## src/lstp_pkg.sv

```systemverilog
// Shared definitions for the 3D line stepper: command codes, axis codes,
// result flag bundle and default coordinate width.
// No dependencies.
package lstp_pkg;

    // default coordinate width for the top level parameter
    localparam int COORD_WIDTH_DEF = 16;

    // command codes carried in the cmd field
    localparam logic CMD_LOAD = 1'b0;
    localparam logic CMD_STEP = 1'b1;

    // bit positions in the direction vector
    localparam int DIR_X = 0;
    localparam int DIR_Y = 1;
    localparam int DIR_Z = 2;

    // dominant axis of the line in progress
    typedef enum logic [1:0] {
        AXIS_X = 2'd0,
        AXIS_Y = 2'd1,
        AXIS_Z = 2'd2
    } axis_t;

    // per-result status flags
    typedef struct packed {
        logic last;
        logic idle;
    } flags_t;

endpackage

```

## src/lstp_delta.sv

```systemverilog
// One axis of the load preparation: signed difference end - start,
// its magnitude and its sign. Depends on lstp_pkg.
module lstp_delta
    import lstp_pkg::*;
#(
    parameter int COORD_WIDTH = COORD_WIDTH_DEF
) (
    input  logic signed [COORD_WIDTH-1:0] start_c,
    input  logic signed [COORD_WIDTH-1:0] end_c,
    output logic        [COORD_WIDTH-1:0] abs_d,
    output logic                          neg_d
);

    logic signed [COORD_WIDTH:0] diff;
    logic signed [COORD_WIDTH:0] mag;

    // one bit of headroom so the difference never wraps
    assign diff  = {end_c[COORD_WIDTH-1], end_c} - {start_c[COORD_WIDTH-1], start_c};
    assign neg_d = diff[COORD_WIDTH];
    assign mag   = neg_d ? -diff : diff;
    // magnitude is at most 2^W - 1, fits the lower W bits
    assign abs_d = mag[COORD_WIDTH-1:0];

endmodule

```

## src/lstp_core.sv

```systemverilog
// Line state and per-item update: axis selection and error seeding on
// load, one Bresenham step on step. Depends on lstp_pkg.
module lstp_core
    import lstp_pkg::*;
#(
    parameter int COORD_WIDTH = COORD_WIDTH_DEF
) (
    input  logic                          aclk,
    input  logic                          aresetn,
    input  logic                          en,
    input  logic                          cmd,
    input  logic signed [COORD_WIDTH-1:0] start_x,
    input  logic signed [COORD_WIDTH-1:0] start_y,
    input  logic signed [COORD_WIDTH-1:0] start_z,
    input  logic        [COORD_WIDTH-1:0] abs_x,
    input  logic        [COORD_WIDTH-1:0] abs_y,
    input  logic        [COORD_WIDTH-1:0] abs_z,
    input  logic        [2:0]             neg,
    output logic signed [COORD_WIDTH-1:0] point_x,
    output logic signed [COORD_WIDTH-1:0] point_y,
    output logic signed [COORD_WIDTH-1:0] point_z,
    output flags_t                        flags
);

    localparam int TW = COORD_WIDTH + 1;   // doubled delta
    localparam int EW = COORD_WIDTH + 3;   // error term, signed

    // state
    logic signed [COORD_WIDTH-1:0] cur_x_reg, cur_y_reg, cur_z_reg;
    logic signed [COORD_WIDTH-1:0] cur_x_next, cur_y_next, cur_z_next;
    logic signed [EW-1:0]          err_first_reg, err_second_reg;
    logic signed [EW-1:0]          err_first_next, err_second_next;
    logic        [TW-1:0]          twice_dx_reg, twice_dy_reg, twice_dz_reg;
    logic        [TW-1:0]          twice_dx_next, twice_dy_next, twice_dz_next;
    axis_t                         axis_reg, axis_next;
    logic        [2:0]             dir_neg_reg, dir_neg_next;
    logic        [COORD_WIDTH-1:0] steps_left_reg, steps_left_next;
    logic                          busy_reg, busy_next;

    // load path
    logic                          x_major, y_ge_z;
    logic        [COORD_WIDTH-1:0] len_ld;
    logic        [TW-1:0]          tdx_ld, tdy_ld, tdz_ld;

    // step path
    logic                          ef_pos, es_pos;
    logic        [TW-1:0]          t_major, t_first, t_second;
    logic        [2:0]             mv;
    logic        [COORD_WIDTH-1:0] steps_dec;

    function automatic logic signed [EW-1:0] ext_w(input logic [COORD_WIDTH-1:0] v);
        ext_w = $signed({{(EW-COORD_WIDTH){1'b0}}, v});
    endfunction

    function automatic logic signed [EW-1:0] ext_t(input logic [TW-1:0] v);
        ext_t = $signed({{(EW-TW){1'b0}}, v});
    endfunction

    // move a coordinate one unit in its direction when asked
    function automatic logic signed [COORD_WIDTH-1:0] nudge(
        input logic signed [COORD_WIDTH-1:0] c,
        input logic                          go,
        input logic                          down
    );
        logic signed [COORD_WIDTH-1:0] r;
        r = c;
        if (go) begin
            r = down ? c - COORD_WIDTH'(1) : c + COORD_WIDTH'(1);
        end
        nudge = r;
    endfunction

    assign tdx_ld = {abs_x, 1'b0};
    assign tdy_ld = {abs_y, 1'b0};
    assign tdz_ld = {abs_z, 1'b0};
    // x wins ties, then y
    assign x_major = (abs_x >= abs_y) && (abs_x >= abs_z);
    assign y_ge_z  = (abs_y >= abs_z);

    assign ef_pos    = !err_first_reg[EW-1] && (|err_first_reg);
    assign es_pos    = !err_second_reg[EW-1] && (|err_second_reg);
    assign steps_dec = steps_left_reg - COORD_WIDTH'(1);

    // routing of deltas and move enables by major axis (mv: z,y,x)
    always_comb begin
        case (axis_reg)
            AXIS_Y: begin
                t_major  = twice_dy_reg;
                t_first  = twice_dx_reg;
                t_second = twice_dz_reg;
                mv       = {es_pos, 1'b1, ef_pos};
            end
            AXIS_Z: begin
                t_major  = twice_dz_reg;
                t_first  = twice_dy_reg;
                t_second = twice_dx_reg;
                mv       = {1'b1, ef_pos, es_pos};
            end
            default: begin
                t_major  = twice_dx_reg;
                t_first  = twice_dy_reg;
                t_second = twice_dz_reg;
                mv       = {es_pos, ef_pos, 1'b1};
            end
        endcase
    end

    // next state and result
    always_comb begin
        cur_x_next      = cur_x_reg;
        cur_y_next      = cur_y_reg;
        cur_z_next      = cur_z_reg;
        err_first_next  = err_first_reg;
        err_second_next = err_second_reg;
        twice_dx_next   = twice_dx_reg;
        twice_dy_next   = twice_dy_reg;
        twice_dz_next   = twice_dz_reg;
        axis_next       = axis_reg;
        dir_neg_next    = dir_neg_reg;
        steps_left_next = steps_left_reg;
        busy_next       = busy_reg;
        len_ld          = abs_x;
        flags           = '0;

        if (cmd == CMD_LOAD) begin
            cur_x_next    = start_x;
            cur_y_next    = start_y;
            cur_z_next    = start_z;
            dir_neg_next  = neg;
            twice_dx_next = tdx_ld;
            twice_dy_next = tdy_ld;
            twice_dz_next = tdz_ld;
            if (x_major) begin
                axis_next       = AXIS_X;
                len_ld          = abs_x;
                err_first_next  = ext_t(tdy_ld) - ext_w(abs_x);
                err_second_next = ext_t(tdz_ld) - ext_w(abs_x);
            end else if (y_ge_z) begin
                axis_next       = AXIS_Y;
                len_ld          = abs_y;
                err_first_next  = ext_t(tdx_ld) - ext_w(abs_y);
                err_second_next = ext_t(tdz_ld) - ext_w(abs_y);
            end else begin
                axis_next       = AXIS_Z;
                len_ld          = abs_z;
                err_first_next  = ext_t(tdy_ld) - ext_w(abs_z);
                err_second_next = ext_t(tdx_ld) - ext_w(abs_z);
            end
            steps_left_next = len_ld;
            busy_next       = (len_ld != '0);
            flags.last      = (len_ld == '0);
        end else if (!busy_reg) begin
            // nothing in progress: hold point, flag idle
            flags.idle = 1'b1;
        end else begin
            cur_x_next      = nudge(cur_x_reg, mv[DIR_X], dir_neg_reg[DIR_X]);
            cur_y_next      = nudge(cur_y_reg, mv[DIR_Y], dir_neg_reg[DIR_Y]);
            cur_z_next      = nudge(cur_z_reg, mv[DIR_Z], dir_neg_reg[DIR_Z]);
            err_first_next  = err_first_reg - (ef_pos ? ext_t(t_major) : '0)
                              + ext_t(t_first);
            err_second_next = err_second_reg - (es_pos ? ext_t(t_major) : '0)
                              + ext_t(t_second);
            steps_left_next = steps_dec;
            busy_next       = (steps_dec != '0);
            flags.last      = (steps_dec == '0);
        end
    end

    assign point_x = cur_x_next;
    assign point_y = cur_y_next;
    assign point_z = cur_z_next;

    // state registers
    always_ff @(posedge aclk) begin
        if (!aresetn) begin
            cur_x_reg      <= '0;
            cur_y_reg      <= '0;
            cur_z_reg      <= '0;
            err_first_reg  <= '0;
            err_second_reg <= '0;
            twice_dx_reg   <= '0;
            twice_dy_reg   <= '0;
            twice_dz_reg   <= '0;
            axis_reg       <= AXIS_X;
            dir_neg_reg    <= '0;
            steps_left_reg <= '0;
            busy_reg       <= 1'b0;
        end else if (en) begin
            cur_x_reg      <= cur_x_next;
            cur_y_reg      <= cur_y_next;
            cur_z_reg      <= cur_z_next;
            err_first_reg  <= err_first_next;
            err_second_reg <= err_second_next;
            twice_dx_reg   <= twice_dx_next;
            twice_dy_reg   <= twice_dy_next;
            twice_dz_reg   <= twice_dz_next;
            axis_reg       <= axis_next;
            dir_neg_reg    <= dir_neg_next;
            steps_left_reg <= steps_left_next;
            busy_reg       <= busy_next;
        end
    end

endmodule

```

## src/line_stepper_3d.sv

```systemverilog
// Top level of the 3D line stepper: input stage with delta preparation,
// step core and result register. Depends on lstp_pkg, lstp_delta, lstp_core.
//
// Usage:
//   Input channel (s_*): cmd = load carries a start and an end point; the
//   result is the start point, last set when the line has zero length.
//   cmd = step moves one point along the line in progress; its result is
//   the new point, last set on the end point. A step with no line in
//   progress returns the held point with idle set.
//   Result channel (m_*): exactly one transfer per input transfer, in order.
//   Path to m_valid: the input register, then the step core writing the
//   result register.
//   Throughput: one item per cycle while results are taken; the core's
//   state feeds back to itself, so back-to-back steps run at full rate.
//   Stall: when m_ready is low the result holds; the input register still
//   takes one more item, then s_ready drops until the result is taken.
//   Reset: aresetn low (synchronous) clears the line state (no line, point
//   at the origin), empties both stages and holds s_ready low.
module line_stepper_3d
    import lstp_pkg::*;
#(
    parameter int COORD_WIDTH = COORD_WIDTH_DEF
) (
    input  logic                          aclk,
    input  logic                          aresetn,
    input  logic                          s_valid,
    output logic                          s_ready,
    input  logic                          s_cmd,
    input  logic signed [COORD_WIDTH-1:0] s_start_x,
    input  logic signed [COORD_WIDTH-1:0] s_start_y,
    input  logic signed [COORD_WIDTH-1:0] s_start_z,
    input  logic signed [COORD_WIDTH-1:0] s_end_x,
    input  logic signed [COORD_WIDTH-1:0] s_end_y,
    input  logic signed [COORD_WIDTH-1:0] s_end_z,
    output logic                          m_valid,
    input  logic                          m_ready,
    output logic signed [COORD_WIDTH-1:0] m_point_x,
    output logic signed [COORD_WIDTH-1:0] m_point_y,
    output logic signed [COORD_WIDTH-1:0] m_point_z,
    output logic                          m_last,
    output logic                          m_idle
);

    // input stage
    logic                          p_valid_reg;
    logic                          p_cmd_reg;
    logic signed [COORD_WIDTH-1:0] p_start_x_reg, p_start_y_reg, p_start_z_reg;
    logic        [COORD_WIDTH-1:0] p_abs_x_reg, p_abs_y_reg, p_abs_z_reg;
    logic        [2:0]             p_neg_reg;

    // result stage
    logic                          m_valid_reg;
    logic signed [COORD_WIDTH-1:0] m_point_x_reg, m_point_y_reg, m_point_z_reg;
    flags_t                        m_flags_reg;

    logic                          s_xfer, adv;
    logic        [COORD_WIDTH-1:0] abs_x, abs_y, abs_z;
    logic        [2:0]             neg;
    logic signed [COORD_WIDTH-1:0] core_x, core_y, core_z;
    flags_t                        core_flags;

    // handshake: core fires when the result slot is free or being drained
    assign adv     = p_valid_reg && (!m_valid_reg || m_ready);
    assign s_ready = aresetn && (!p_valid_reg || adv);
    assign s_xfer  = s_valid && s_ready;

    // per-axis magnitude and sign of end - start
    lstp_delta #(.COORD_WIDTH(COORD_WIDTH)) u_delta_x (
        .start_c(s_start_x), .end_c(s_end_x), .abs_d(abs_x), .neg_d(neg[DIR_X])
    );
    lstp_delta #(.COORD_WIDTH(COORD_WIDTH)) u_delta_y (
        .start_c(s_start_y), .end_c(s_end_y), .abs_d(abs_y), .neg_d(neg[DIR_Y])
    );
    lstp_delta #(.COORD_WIDTH(COORD_WIDTH)) u_delta_z (
        .start_c(s_start_z), .end_c(s_end_z), .abs_d(abs_z), .neg_d(neg[DIR_Z])
    );

    // input register
    always_ff @(posedge aclk) begin
        if (!aresetn) begin
            p_valid_reg <= 1'b0;
        end else if (s_ready) begin
            p_valid_reg <= s_valid;
        end
        if (s_xfer) begin
            p_cmd_reg     <= s_cmd;
            p_start_x_reg <= s_start_x;
            p_start_y_reg <= s_start_y;
            p_start_z_reg <= s_start_z;
            p_abs_x_reg   <= abs_x;
            p_abs_y_reg   <= abs_y;
            p_abs_z_reg   <= abs_z;
            p_neg_reg     <= neg;
        end
    end

    lstp_core #(.COORD_WIDTH(COORD_WIDTH)) u_core (
        .aclk    (aclk),
        .aresetn (aresetn),
        .en      (adv),
        .cmd     (p_cmd_reg),
        .start_x (p_start_x_reg),
        .start_y (p_start_y_reg),
        .start_z (p_start_z_reg),
        .abs_x   (p_abs_x_reg),
        .abs_y   (p_abs_y_reg),
        .abs_z   (p_abs_z_reg),
        .neg     (p_neg_reg),
        .point_x (core_x),
        .point_y (core_y),
        .point_z (core_z),
        .flags   (core_flags)
    );

    // result register
    always_ff @(posedge aclk) begin
        if (!aresetn) begin
            m_valid_reg <= 1'b0;
        end else if (adv) begin
            m_valid_reg <= 1'b1;
        end else if (m_ready) begin
            m_valid_reg <= 1'b0;
        end
        if (adv) begin
            m_point_x_reg <= core_x;
            m_point_y_reg <= core_y;
            m_point_z_reg <= core_z;
            m_flags_reg   <= core_flags;
        end
    end

    assign m_valid   = m_valid_reg;
    assign m_point_x = m_point_x_reg;
    assign m_point_y = m_point_y_reg;
    assign m_point_z = m_point_z_reg;
    assign m_last    = m_flags_reg.last;
    assign m_idle    = m_flags_reg.idle;

endmodule

```

## config.mk

```make
export PLATFORM = sky130hd
export DESIGN_NAME = line_stepper_3d
export DESIGN_NICKNAME = d
export VERILOG_FILES = /design/src/lstp_pkg.sv /design/src/lstp_delta.sv /design/src/lstp_core.sv /design/src/line_stepper_3d.sv
export SDC_FILE = /design/constraint.sdc
export NUM_CORES = 1
export LEC_CHECK = 0
export BUFFER_PORTS_ARGS = -buffer_cell sky130_fd_sc_hd__buf_2
export CAP_MARGIN = 20
export CORE_MARGIN = 2
export CORE_UTILIZATION = 65
export DETAILED_ROUTE_END_ITERATION = 10
export GPL_TIMING_DRIVEN = 0
export PLACE_DENSITY = 0.85
export SLEW_MARGIN = 40
export SYNTH_ARGS = -nofsm -noshare
export SYNTH_HDL_FRONTEND = slang
export SYNTH_SLANG_ARGS = --single-unit
```

## constraint.sdc

```tcl
create_clock -name aclk -period 8.5 [get_ports aclk]
set_input_delay 1.275 -clock aclk [delete_from_list [all_inputs] [get_ports aclk]]
set_output_delay 1.275 -clock aclk [all_outputs]
set_load 0.05 [all_outputs]
```

==> impl_metrics.py <==
metrics = {
    "critical_path": {
        "crit_required_ps": 8980,
        "critPathCaptureType": "flop",
        "cp-start-kind": "flop",
        "path_class": "reg -> reg",
        "arrival_ps": 6620,
        "cp_max_fo": 10,
        "r2r_cells": 19,
    },
    "clocking": {
        "clkTransAtPathRegs_ps": 60,
        "tritoncts": "done",
        "cts_setup_buffers": 0,
        "ctsResizeCount": 0,
        "clk_path_buf_depth": 3,
        "cts_made_buffers": 34,
        "clk_latency_ps": 570,
        "cts_max_level": 2,
        "cts_root_buf": "clkbuf_16",
        "postCtsHoldBufs": 0,
        "cts.sinks": 307,
    },
    "floorplanning": {
        "die_width_um": 206,
        "ios": 153,
        "die-height_um": 206,
        "die-area_um2": 42300,
        "num_rows": 73,
        "start_util": 0.662,
        "coreArea_um2": 39900,
    },
    "synth": {
        "synth_area_leaders": "edfxtp_1 (17%), ha_1 (13%), dfxtp_1 (12%)",
        "synthTopCellsByCount": "nand2_1 (363), a21oi_1 (325), ha_1 (267)",
        "synth-seq-cells": 307,
        "yosys.cell_count.top_type": "nand2_1",
        "syn_area_um2": 26400,
        "yosys_warnings": 0,
        "synth_cell_types": 88,
        "synthCells": 3203,
        "synth-edff-count": 150,
        "synth_top_cell_area_share": 0.170,
        "syn-num-nets": 3617,
        "ys_seq_area_frac": 0.289,
        "synth_ff_type": "dfxtp_1",
        "synth_top_area_cell": "edfxtp_1",
        "syn_avg_cell_area_um2": 8.25,
        "synthArstFlopShare": 0,
    },
    "timing": {
        "hold_slack_ps": 474,
        "min_period_over_period": 0.722,
        "finClkSkew_ps": 27.4,
        "worstMarginPinSlew_ps": 958,
        "worst_slack_ps": 2360,
        "period_minus_slack_ps": 6140,
        "fmax_ghz": 0.163,
        "relSlewSlack": 0.353,
        "totalNegativeSetupSlack_ps": 0,
        "setup_viol": 0,
        "slew_viol_final": 0,
        "finalHoldViolations": 0,
        "rsz0062_at_grt": "no",
    },
    "detailed_routing": {
        "first_pass_iters": 10,
        "wl_um": 100000,
        "antenna_left": 0,
        "drcViolationCount": 0,
        "vias_per_cell": 6.84,
        "dr.first_iter.drc_count": 4103,
        "num_vias": 27000,
        "wire_per_inst_um": 25.5,
    },
    "grt": {
        "grt_use_total": 0.468,
        "gr-total-overflow": 0,
        "antenna_found_initial": 4,
        "grt_max_degree": 44,
        "grt_pass1_vias": 25400,
        "grt_pass1_wl_um": 149000,
    },
    "final_layout": {
        "area.growth.synth_to_final_pct": 9.92,
        "final_core_util": 0.728,
        "drive_above_1_share": 0.0819,
        "largest_reg_flops": 19,
        "final_cells": 3943,
        "final_cell_area_um2": 29100,
        "nets": 3807,
    },
    "power_and_ir_drop": {
        "power.total_mw": 6.02,
        "p_per_area_nw_per_um2": 207,
        "irDropWorstVdd_uv": 210,
        "p_leak_nw": 12.1,
    },
    "placed_design": {
        "pre_cts_ws_ps": 2730,
        "io_buffers": 151,
        "dpl.hpwl_um": 76700,
        "gp_congestion": 1.04,
        "dpl_cell_area_um2": 27900,
        "place_inst": 3882,
    },
    "min_path": {
        "worstHoldPathType": "reg -> reg",
        "holdPathStages": 2,
    },
    "outcome": {
        "outcome": "finished, final reports clean",
    },
    "job": {
        "cap_violations": 0,
    },
}
-- layer usage --
metal	track usage	vias up	routed length [µm]
li1	-	11900	-
met1	0.620	12600	37800
met2	0.695	2022	41400
met3	0.125	449	14800
met4	0.256	2	6320
met5	0	-	12
-- area by class of cell --
class                           instances  area, µm²
Antenna cell                            1       2.50
Buffer                                130        512
Clock buffer                           48        995
Clock inverter                         12        109
Fill cell                            3070      10900
Inverter                              261        980
Multi-Input combinational cell       2505      17300
Sequential cell                       307       7650
Tap cell                              525        657
Timing Repair Buffer                  154        816
-- placed cells by master, fill, tap and decap left out, drive strengths merged, types with 11 or more instances in the layout --
cell type and instances:
nand4 18, inv 261, nand2b 20, a31oi 52
o211ai 49, a211oi 29, ha 267, buf 166
a311oi 11, xor2 71, mux2i 54, nor4 34
nor2b 33, o21ai 159, or2 13, o221ai 14
o31a 13, a21oi 326, clkbuf 166, o2111ai 11
o22ai 13, nor3 60, a22oi 20, o21bai 15
o31ai 29, dfxtp 157, or3 37, a21o 57
nand2 363, edfxtp 150, o21a 44, fa 46
and3 25, xnor2 148, and2 12, nor2 253
nand3 71
-- power by group --
part           switching, mW  internal [mW]  total [mW]
registers              0.193           1.67        1.87
logic                   1.70          0.951        2.65
clock network          0.649          0.854        1.50
total                   2.54           3.48        6.02
-- critical path, stage by stage, from the launching register on --
cell	delay (ps)
dfxtp_1	360
nor4_1	420
and3_1	240
a41o_1	160
clkbuf_1	580
clkbuf_1	420
nor2_1	130
fa_1	550
inv_1	60
ha_1	270
nor2b_1	120
o21ai_0	290
a21oi_1	160
o21ai_0	330
o21ai_0	180
o41ai_1	800
o21ai_0	360
xnor2_1	320
a22oi_1	110
a21oi_1	170
-- worst paths after layout --
path | slack (ps) | end | startpoint
worst max-delay path | 2360 | u_core.err_second_reg[18] | u_core.err_second_reg[14]
worst min-delay path | 470 | u_core.twice_dz_reg[6] | u_core.twice_dz_reg[6]
worst max register to register | 2360 | u_core.err_second_reg[18] | u_core.err_second_reg[14]
worst min register to register | 470 | u_core.twice_dz_reg[6] | u_core.twice_dz_reg[6]
-- cells by family after synthesis --
kind of cell / count (synthesis) / synth area share
DFF: 307 / 0.289
xor gates and xnor gates: 220 / 0.0734
and+or+nand+nor: 971 / 0.168
muxes: 63 / 0.0243
buffers and inverters: 391 / 0.0558
AOI/OAI and AO/OA: 938 / 0.228
adders and majority gates: 313 / 0.161
Note: power is estimated with default switching activity, not from simulation.
